==> src/rtl/core/bpps_pkg.sv <==
package bpps_pkg;

    // Width of one routed word; bit 0 picks the output port.
    localparam int WORD_W = 32;

    // Slave-side item: first_valid, first_word, second_valid, second_word.
    localparam int S_FIELD_W = 2 * WORD_W + 2;
    localparam int S_DATA_W  = ((S_FIELD_W + 7) / 8) * 8;

    // Master-side item: odd_valid, odd_word, even_valid, even_word,
    // first_accepted, second_accepted.
    localparam int M_FIELD_W = 2 * WORD_W + 4;
    localparam int M_DATA_W  = ((M_FIELD_W + 7) / 8) * 8;

    // Bit positions in the master-side tdata.
    localparam int M_ODD_VALID_BIT  = 0;
    localparam int M_ODD_WORD_LSB   = 1;
    localparam int M_EVEN_VALID_BIT = WORD_W + 1;
    localparam int M_EVEN_WORD_LSB  = WORD_W + 2;

    // A buffered word with its occupancy flag.
    typedef struct packed {
        logic              valid;
        logic [WORD_W-1:0] word;
    } t_slot;

    // Head-pop requests from the crossbar back to the two queues.
    typedef struct packed {
        logic one;
        logic two;
    } t_pop;

    // Output-port view of one step.
    typedef struct packed {
        logic              odd_valid;
        logic [WORD_W-1:0] odd_word;
        logic              even_valid;
        logic [WORD_W-1:0] even_word;
    } t_route;

endpackage

==> src/rtl/core/bpps_fifo.sv <==
module bpps_fifo #(
    parameter int DEPTH = 4
) (
    input  logic                          i_clk,
    input  logic                          i_rst_n,
    input  logic                          i_step,
    input  logic                          i_push_valid,
    input  logic [bpps_pkg::WORD_W-1:0]   i_push_word,
    input  logic                          i_pop,
    output bpps_pkg::t_slot               o_head,
    output logic                          o_accepted
);
    import bpps_pkg::*;

    localparam int AW = (DEPTH > 1) ? $clog2(DEPTH) : 1;
    localparam int CW = $clog2(DEPTH + 1);
    localparam logic [CW-1:0] FULL_COUNT = CW'(DEPTH);
    localparam logic [AW:0]   DEPTH_X    = (AW + 1)'(DEPTH);
    localparam logic [AW-1:0] LAST_IDX   = AW'(DEPTH - 1);

    logic [WORD_W-1:0] r_mem [DEPTH];
    logic [AW-1:0]     r_head;
    logic [CW-1:0]     r_count;
    logic [WORD_W-1:0] r_rd;
    logic [WORD_W-1:0] r_byp;
    logic              r_use_byp;

    logic              push;
    logic              pop;
    logic [AW-1:0]     head_inc;
    logic [AW:0]       wr_sum;
    logic [AW-1:0]     wr_idx;
    logic [AW-1:0]     n_head;
    logic [CW-1:0]     n_count;
    logic              byp;
    logic [AW-1:0]     rd_addr;

    always_comb begin
        push     = i_push_valid && (r_count != FULL_COUNT);
        pop      = i_pop && (r_count != '0);
        head_inc = (r_head == LAST_IDX) ? '0 : r_head + 1'b1;
        wr_sum   = {1'b0, r_head} + (AW + 1)'(r_count);
        wr_idx   = (wr_sum >= DEPTH_X) ? AW'(wr_sum - DEPTH_X) : AW'(wr_sum);
        n_head   = pop ? head_inc : r_head;
        n_count  = r_count + CW'(push) - CW'(pop);
        // the word written this step lands on the new head: forward it
        byp      = push && (r_count == CW'(pop));
        rd_addr  = i_step ? n_head : r_head;
    end

    assign o_head.valid = (r_count != '0);
    assign o_head.word  = r_use_byp ? r_byp : r_rd;
    assign o_accepted   = push;

    always_ff @(posedge i_clk) begin
        if (!i_rst_n) begin
            r_head    <= '0;
            r_count   <= '0;
            r_use_byp <= 1'b0;
        end else if (i_step) begin
            r_head    <= n_head;
            r_count   <= n_count;
            r_use_byp <= byp;
        end else begin
            r_use_byp <= 1'b0;
        end
    end

    always_ff @(posedge i_clk) begin
        if (i_step && push) begin
            r_mem[wr_idx] <= i_push_word;
        end
        if (i_step && byp) begin
            r_byp <= i_push_word;
        end
        r_rd <= r_mem[rd_addr];
    end

endmodule

==> src/rtl/core/bpps_xbar.sv <==
module bpps_xbar (
    input  logic             i_clk,
    input  logic             i_rst_n,
    input  logic             i_step,
    input  bpps_pkg::t_slot  i_head_one,
    input  bpps_pkg::t_slot  i_head_two,
    output bpps_pkg::t_pop   o_pop,
    output bpps_pkg::t_route o_route
);
    import bpps_pkg::*;

    localparam int REQ_ONE_ODD  = 0;
    localparam int REQ_TWO_ODD  = 1;
    localparam int REQ_ONE_EVEN = 2;
    localparam int REQ_TWO_EVEN = 3;

    t_slot             r_latch_one;
    t_slot             r_latch_two;
    logic [3:0]        r_req;
    logic [WORD_W-1:0] r_last_odd;
    logic [WORD_W-1:0] r_last_even;

    t_slot             n_latch_one;
    t_slot             n_latch_two;
    logic [3:0]        n_req;
    logic [WORD_W-1:0] n_last_odd;
    logic [WORD_W-1:0] n_last_even;
    logic              free_one;
    logic              free_two;
    logic              odd_v;
    logic              even_v;
    logic              keep_one;
    logic              keep_two;
    logic              pop_one;
    logic              pop_two;

    always_comb begin
        odd_v    = r_req[REQ_ONE_ODD] | r_req[REQ_TWO_ODD];
        even_v   = r_req[REQ_ONE_EVEN] | r_req[REQ_TWO_EVEN];
        free_one = r_req[REQ_ONE_ODD] | r_req[REQ_ONE_EVEN];
        free_two = (!r_req[REQ_ONE_ODD] && r_req[REQ_TWO_ODD])
                 | (!r_req[REQ_ONE_EVEN] && r_req[REQ_TWO_EVEN]);

        n_last_odd  = r_last_odd;
        n_last_even = r_last_even;
        if (odd_v) begin
            n_last_odd = r_req[REQ_ONE_ODD] ? r_latch_one.word : r_latch_two.word;
        end
        if (even_v) begin
            n_last_even = r_req[REQ_ONE_EVEN] ? r_latch_one.word : r_latch_two.word;
        end

        // a granted latch takes a fresh head word in the same step
        keep_one = r_latch_one.valid && !free_one;
        keep_two = r_latch_two.valid && !free_two;
        pop_one  = i_head_one.valid && !keep_one;
        pop_two  = i_head_two.valid && !keep_two;

        n_latch_one.valid = keep_one | pop_one;
        n_latch_one.word  = pop_one ? i_head_one.word : r_latch_one.word;
        n_latch_two.valid = keep_two | pop_two;
        n_latch_two.word  = pop_two ? i_head_two.word : r_latch_two.word;

        n_req = '0;
        if (n_latch_one.valid && n_latch_one.word[0]) begin
            n_req[REQ_ONE_ODD] = 1'b1;
        end else if (n_latch_two.valid && n_latch_two.word[0]) begin
            n_req[REQ_TWO_ODD] = 1'b1;
        end
        if (n_latch_one.valid && !n_latch_one.word[0]) begin
            n_req[REQ_ONE_EVEN] = 1'b1;
        end else if (n_latch_two.valid && !n_latch_two.word[0]) begin
            n_req[REQ_TWO_EVEN] = 1'b1;
        end
    end

    assign o_pop.one          = pop_one;
    assign o_pop.two          = pop_two;
    assign o_route.odd_valid  = odd_v;
    assign o_route.odd_word   = n_last_odd;
    assign o_route.even_valid = even_v;
    assign o_route.even_word  = n_last_even;

    always_ff @(posedge i_clk) begin
        if (!i_rst_n) begin
            r_latch_one <= '0;
            r_latch_two <= '0;
            r_req       <= '0;
            r_last_odd  <= '0;
            r_last_even <= '0;
        end else if (i_step) begin
            r_latch_one <= n_latch_one;
            r_latch_two <= n_latch_two;
            r_req       <= n_req;
            r_last_odd  <= n_last_odd;
            r_last_even <= n_last_even;
        end
    end

endmodule

==> src/rtl/core/buffered_two_port_parity_switch.sv <==
// Two-input, two-output switch that steers each word by its lowest bit:
// odd words leave on the odd port, even words on the even port.
// Slave channel (s_*): one item per switch step, carrying both input
//   ports' valid flags and words. Every accepted item advances the switch
//   by one step and produces exactly one item on the master channel.
// Master channel (m_*): per-port valid flags, port words (the last word
//   sent when a port is idle), and one accept flag per input queue.
// The result for an item appears on m_* in the cycle after the item
//   is taken. Throughput: one item per clock; s_tready stays high
//   while the result register is empty or being drained in that cycle.
// Inside, a word goes input queue -> per-input latch -> request register
//   -> output port, so a word first shows on an output two items after
//   the one that brought it in, when no conflict holds it back.
// Input one has fixed priority when both latches want the same port.
// A full queue drops the offered word and clears its accept flag.
// Reset (synchronous, active low) empties the queues, latches and request
//   register, zeroes the held port words and drops m_tvalid.
// When the receiver stalls, hold the result and stop taking items; the
//   switch state stands still until the result is taken.
module buffered_two_port_parity_switch #(
    parameter int QUEUE_DEPTH = 4
) (
    input  logic                           i_clk,
    input  logic                           i_rst_n,
    input  logic                           s_tvalid,
    output logic                           s_tready,
    // [0] first_valid, [32:1] first_word, [33] second_valid,
    // [65:34] second_word, [71:66] zero
    input  logic [bpps_pkg::S_DATA_W-1:0]  s_tdata,
    output logic                           m_tvalid,
    input  logic                           m_tready,
    // [0] odd_valid, [32:1] odd_word, [33] even_valid, [65:34] even_word,
    // [66] first_accepted, [67] second_accepted, [71:68] zero
    output logic [bpps_pkg::M_DATA_W-1:0]  m_tdata
);
    import bpps_pkg::*;

    // unpack the incoming item
    logic              first_valid;
    logic [WORD_W-1:0] first_word;
    logic              second_valid;
    logic [WORD_W-1:0] second_word;

    assign first_valid  = s_tdata[0];
    assign first_word   = s_tdata[WORD_W:1];
    assign second_valid = s_tdata[WORD_W+1];
    assign second_word  = s_tdata[2*WORD_W+1:WORD_W+2];

    // result register decouples the two sides
    logic                r_out_valid;
    logic [M_DATA_W-1:0] r_out_data;
    logic                step;

    assign s_tready = !r_out_valid || m_tready;
    assign step     = s_tvalid && s_tready;

    t_slot  head_one;
    t_slot  head_two;
    t_pop   pop;
    t_route route;
    logic   first_acc;
    logic   second_acc;

    bpps_fifo #(
        .DEPTH (QUEUE_DEPTH)
    ) u_fifo_one (
        .i_clk        (i_clk),
        .i_rst_n      (i_rst_n),
        .i_step       (step),
        .i_push_valid (first_valid),
        .i_push_word  (first_word),
        .i_pop        (pop.one),
        .o_head       (head_one),
        .o_accepted   (first_acc)
    );

    bpps_fifo #(
        .DEPTH (QUEUE_DEPTH)
    ) u_fifo_two (
        .i_clk        (i_clk),
        .i_rst_n      (i_rst_n),
        .i_step       (step),
        .i_push_valid (second_valid),
        .i_push_word  (second_word),
        .i_pop        (pop.two),
        .o_head       (head_two),
        .o_accepted   (second_acc)
    );

    bpps_xbar u_xbar (
        .i_clk      (i_clk),
        .i_rst_n    (i_rst_n),
        .i_step     (step),
        .i_head_one (head_one),
        .i_head_two (head_two),
        .o_pop      (pop),
        .o_route    (route)
    );

    // Load a fresh result on every step; drop valid once it is taken.
    always_ff @(posedge i_clk) begin
        if (!i_rst_n) begin
            r_out_valid <= 1'b0;
        end else if (step) begin
            r_out_valid <= 1'b1;
        end else if (m_tready) begin
            r_out_valid <= 1'b0;
        end
    end

    always_ff @(posedge i_clk) begin
        if (step) begin
            r_out_data <= M_DATA_W'({second_acc, first_acc,
                                     route.even_word, route.even_valid,
                                     route.odd_word, route.odd_valid});
        end
    end

    assign m_tvalid = r_out_valid;
    assign m_tdata  = r_out_data;

endmodule

==> config.mk <==
export PLATFORM = sky130hd
export DESIGN_NAME = buffered_two_port_parity_switch
export DESIGN_NICKNAME = d
export VERILOG_FILES = /design/src/rtl/core/bpps_pkg.sv /design/src/rtl/core/bpps_fifo.sv /design/src/rtl/core/bpps_xbar.sv /design/src/rtl/core/buffered_two_port_parity_switch.sv
export SDC_FILE = /design/constraint.sdc
export NUM_CORES = 1
export LEC_CHECK = 0
export BUFFER_PORTS_ARGS = -buffer_cell sky130_fd_sc_hd__buf_2
export CORE_ASPECT_RATIO = 1.1
export CORE_MARGIN = 1
export CORE_UTILIZATION = 40
export CTS_BUF_LIST = sky130_fd_sc_hd__clkbuf_16
export DETAILED_ROUTE_END_ITERATION = 10
export SLEW_MARGIN = 15
export SYNTH_ARGS = -nofsm -noshare
export SYNTH_HDL_FRONTEND = slang
export SYNTH_SLANG_ARGS = --single-unit
export TNS_END_PERCENT = 50
==> constraint.sdc <==
create_clock -name i_clk -period 5.7 [get_ports i_clk]
set_input_delay 0 -clock i_clk [delete_from_list [all_inputs] [get_ports i_clk]]
set_output_delay 0 -clock i_clk [all_outputs]
set_load 0.1 [all_outputs]
==> out/metrics.csv <==
stage;metric;value;unit
route;drtIter0Drc;950;
floorplanning;die_x;233.4;um
route;drt-vias-per-instance;5.173;
setup_path;crit_buf_inv;3;
timing;hold_viol;0;
cells_and_area;drive_gt1_share;17.88;%
setup_path;cp.required;5990;ps
setup_path;r2r_cells;7;
cells_and_area;register_area;15880;um2
run;drv_cap;0;
placed_design;portBuffers;139;
timing;period_needed;3234;ps
timing;tightest_slew;1041;ps
cells_and_area;nets;1964;
clocking;cts_setup_buffers;0;
clocking;clkTransAtPathRegs;60;ps
setup_path;worst-path-max-fanout;75;
synth;yosysSeqAreaShare;67.37;%
clocking;cts_buffer_depth;3;
clocking;clock_latency;630;ps
timing;final-setup-viol-count;0;
setup_path;slowest_delay;840;ps
cells_and_area;multiInputGateArea;7181;um2
route;dr.pass1.iters;8;
synth;synth_warnings;0;
floorplanning;core-area;57790;um2
clocking;cts_made_buffers;59;
timing;rsz0062_at_grt;no;
clocking;cts_sinks;599;
synth;synth_area;23560;um2
cells_and_area;final_util;47.63;%
timing;fin_ws;2466;ps
synth;synth_cell_types;42;
clocking;h-tree-depth;2;
synth;syn_area_per_cell;13.88;um2
placed_design;gp_congestion;0.7474;
global_route;globalRouteTotalUtil;17.74;%
global_route;grt_pass1_vias;13540;
run_status;status;finished, violations left;
placed_design;dp_slack;2385;ps
route;num_vias;13880;
worst_hold_path;hold_path_class;input port to flop;
setup_path;crit_path_end_kind;flop;
floorplanning;num_rows;92;
synth;synth_edf_count;388;
timing;post-route-period-util;56.74;%
setup_path;path_cells;nor2b_1, inv_1, nand2_2, inv_4, nand3_1, nor2_2, buf_4;
synth;synth_cells;1698;
synth;synth_ff_type;edfxtp_1;
pwr;power.total;12.86;mW
setup_path;cp_top_family;simple AND/OR/NAND/NOR gates;
timing;fmax;0.3092;GHz
cells_and_area;fill_cells;5035;
route;wl_per_cell;19.79;um
floorplanning;die-area;59890;um2
route;drc_errors;22;
setup_path;path_class;flop to flop;
run_status;violations;design-rule violations;
clocking;cts-root-buf;clkbuf_16;
pwr;p_leak;10.26;nW
cells_and_area;layout_commonest_cell;nand2_1;
synth;netlist.top_cell.by_area;edfxtp_1;
global_route;antenna_found_initial;1;
floorplanning;initial_core_util;40.78;%
timing;slew_headroom;30.63;%
global_route;grt_max_degree;105;
setup_path;timing.rr.start;m_tvalid;
worst_hold_path;hold_start;s_tdata[35];
timing;finalMaxSlewViolations;0;
setup_path;r2r_slack;2470;ps
floorplanning;fp.dieH;256.6;um
worst_hold_path;worstHoldPathCells;2;
worst_hold_path;holdPathEnd;u_fifo_two.r_mem[1][1];
setup_path;startpoint_type;flop;
floorplanning;io-pin-count;150;
global_route;grt_pass1_wl;80.93;mm
timing;finClkSkew;32.59;ps
synth;ys_async_sr_fraction;0;%
pwr;ir_drop;328.9;uV
route;detail-route-antenna-nets;0;
timing;fin_setup_tns;0;ps
cells_and_area;area_growth;16.80;%
pwr;power.density;467.4;nW/um2
cells_and_area;final_cell_mix;nand2_1 (394), edfxtp_1 (388), dfxtp_1 (204);
setup_path;critPathArrivalTime;3520;ps
route;finalWirelength;53.07;mm
synth;synth-seq-cells;599;
synth;synth_top_area_share;49.45;%
setup_path;crit_path_top_delay_cell;nor2_2;
synth;yosys-top-cells-area;edfxtp_1 (49%), dfxtp_1 (18%), mux2i_1 (6.9%), nand2_1 (6.3%), mux4_2 (6.1%);
setup_path;r2r_end;u_fifo_two.r_mem[3][7];
clocking;cts_tree;done;
placed_design;dp_hpwl;31.88;mm
global_route;grt-ovfl-total;0;
==> sequential cells by signal, indices dropped and copies added, names as in the netlist, 3 cells and up <==
| name | count |
|---|---|
| u_xbar.r_latch_two | 33 |
| u_fifo_two.r_mem | 128 |
| u_fifo_two.r_count | 3 |
| u_xbar.r_latch_one | 33 |
| u_xbar.r_last_odd | 32 |
| u_fifo_one.r_count | 3 |
| u_fifo_two.r_rd | 32 |
| u_xbar.r_req | 4 |
| u_xbar.r_last_even | 32 |
| u_fifo_one.r_mem | 128 |
| u_fifo_one.r_byp | 32 |
| m_tdata | 68 |
| u_fifo_one.r_rd | 32 |
| u_fifo_two.r_byp | 32 |
==> cell type report <==
cell class,instances,share of cell area [%]
Antenna cell,1,0.009093
Clock buffer,60,5.456
Clock inverter,52,1.328
Inverter,8,0.1182
Multi-Input combinational cell,972,26.09
Sequential cell,599,57.72
Tap cell,752,3.419
Timing Repair Buffer,238,5.865
==> power breakdown <==
group          total (mW)  internal (mW)  switching (mW)
Sequential           5.90           5.48           0.419
Clock                3.73           2.09            1.64
Combinational        3.23           1.14            2.10
==> kinds of logic after synthesis <==
family	count (synthesis)	share of synthesized area (%)
flops	599	67.37
simple gates	442	7.482
compound gates	279	8.543
mux	229	13.14
buf+inv	130	2.554
fa+ha+maj	10	0.5947
xor+xnor	8	0.2974
other cells	1	0.01591
==> worst max path at each step <==
stage / startpoint / to / slack, ps / cells past startpoint
after detailed placement: m_tvalid / u_fifo_two.r_mem[3][3] / 2390 / 7
final: m_tvalid / u_fifo_two.r_mem[3][7] / 2470 / 7
after global routing: m_tvalid / u_fifo_two.r_mem[3][7] / 2230 / 7
after global placement: m_tvalid / u_fifo_two.r_mem[3][5] / 2460 / 7
after floorplan: m_tvalid / u_fifo_one.r_byp[0] / -10 / 7
after CTS: m_tvalid / u_fifo_two.r_mem[3][5] / 2380 / 7
==> per-layer routing <==
| layer | vias up | part of all wire [%] | global-route usage, % |
|---|---|---|---|
| met3 | 62 | 4.2 | 2.869 |
| met5 | - | 0 | 0 |
| met2 | 280 | 50 | 29.91 |
| met4 | 0 | 1.9 | 4.365 |
| met1 | 6922 | 44 | 23.78 |
| li1 | 6611 | - | - |
==> synthesized netlist by cell type (all sizes together) (3+ instances only) <==
| cell type | count |
|---|---|
| a21boi | 72 |
| a21oi | 35 |
| a22oi | 32 |
| and2 | 6 |
| buf | 58 |
| clkbuf | 64 |
| dfxtp | 211 |
| edfxtp | 388 |
| ha | 8 |
| inv | 8 |
| mux2 | 3 |
| mux2i | 162 |
| mux4 | 64 |
| nand2 | 396 |
| nor2 | 13 |
| nor2b | 4 |
| nor3 | 7 |
| o211a | 67 |
| o21ai | 67 |
| xnor2 | 6 |
==> through the flow <==
| stage | hold WS (ps) | instances | area (um2) |
|---|---|---|---|
| 6_report | 136.5 | 2682 | 27520 |
| 5_1_grt | 128.4 | 2682 | 27520 |
| 4_1_cts | 111.2 | 2681 | 27520 |
| 3_5_place_dp | 231.5 | 2500 | 24960 |
| 3_3_place_gp | 230.2 | 2500 | 24960 |
| 2_1_floorplan | 98.87 | 1701 | 23580 |
==> what timing repair did <==
item,CTS,global route
hold endpoints to repair,366,0
setup endpoints to repair,0,0
hold buffers,69,0
gates resized for setup,0,0
(Power assumes the default switching activity.)
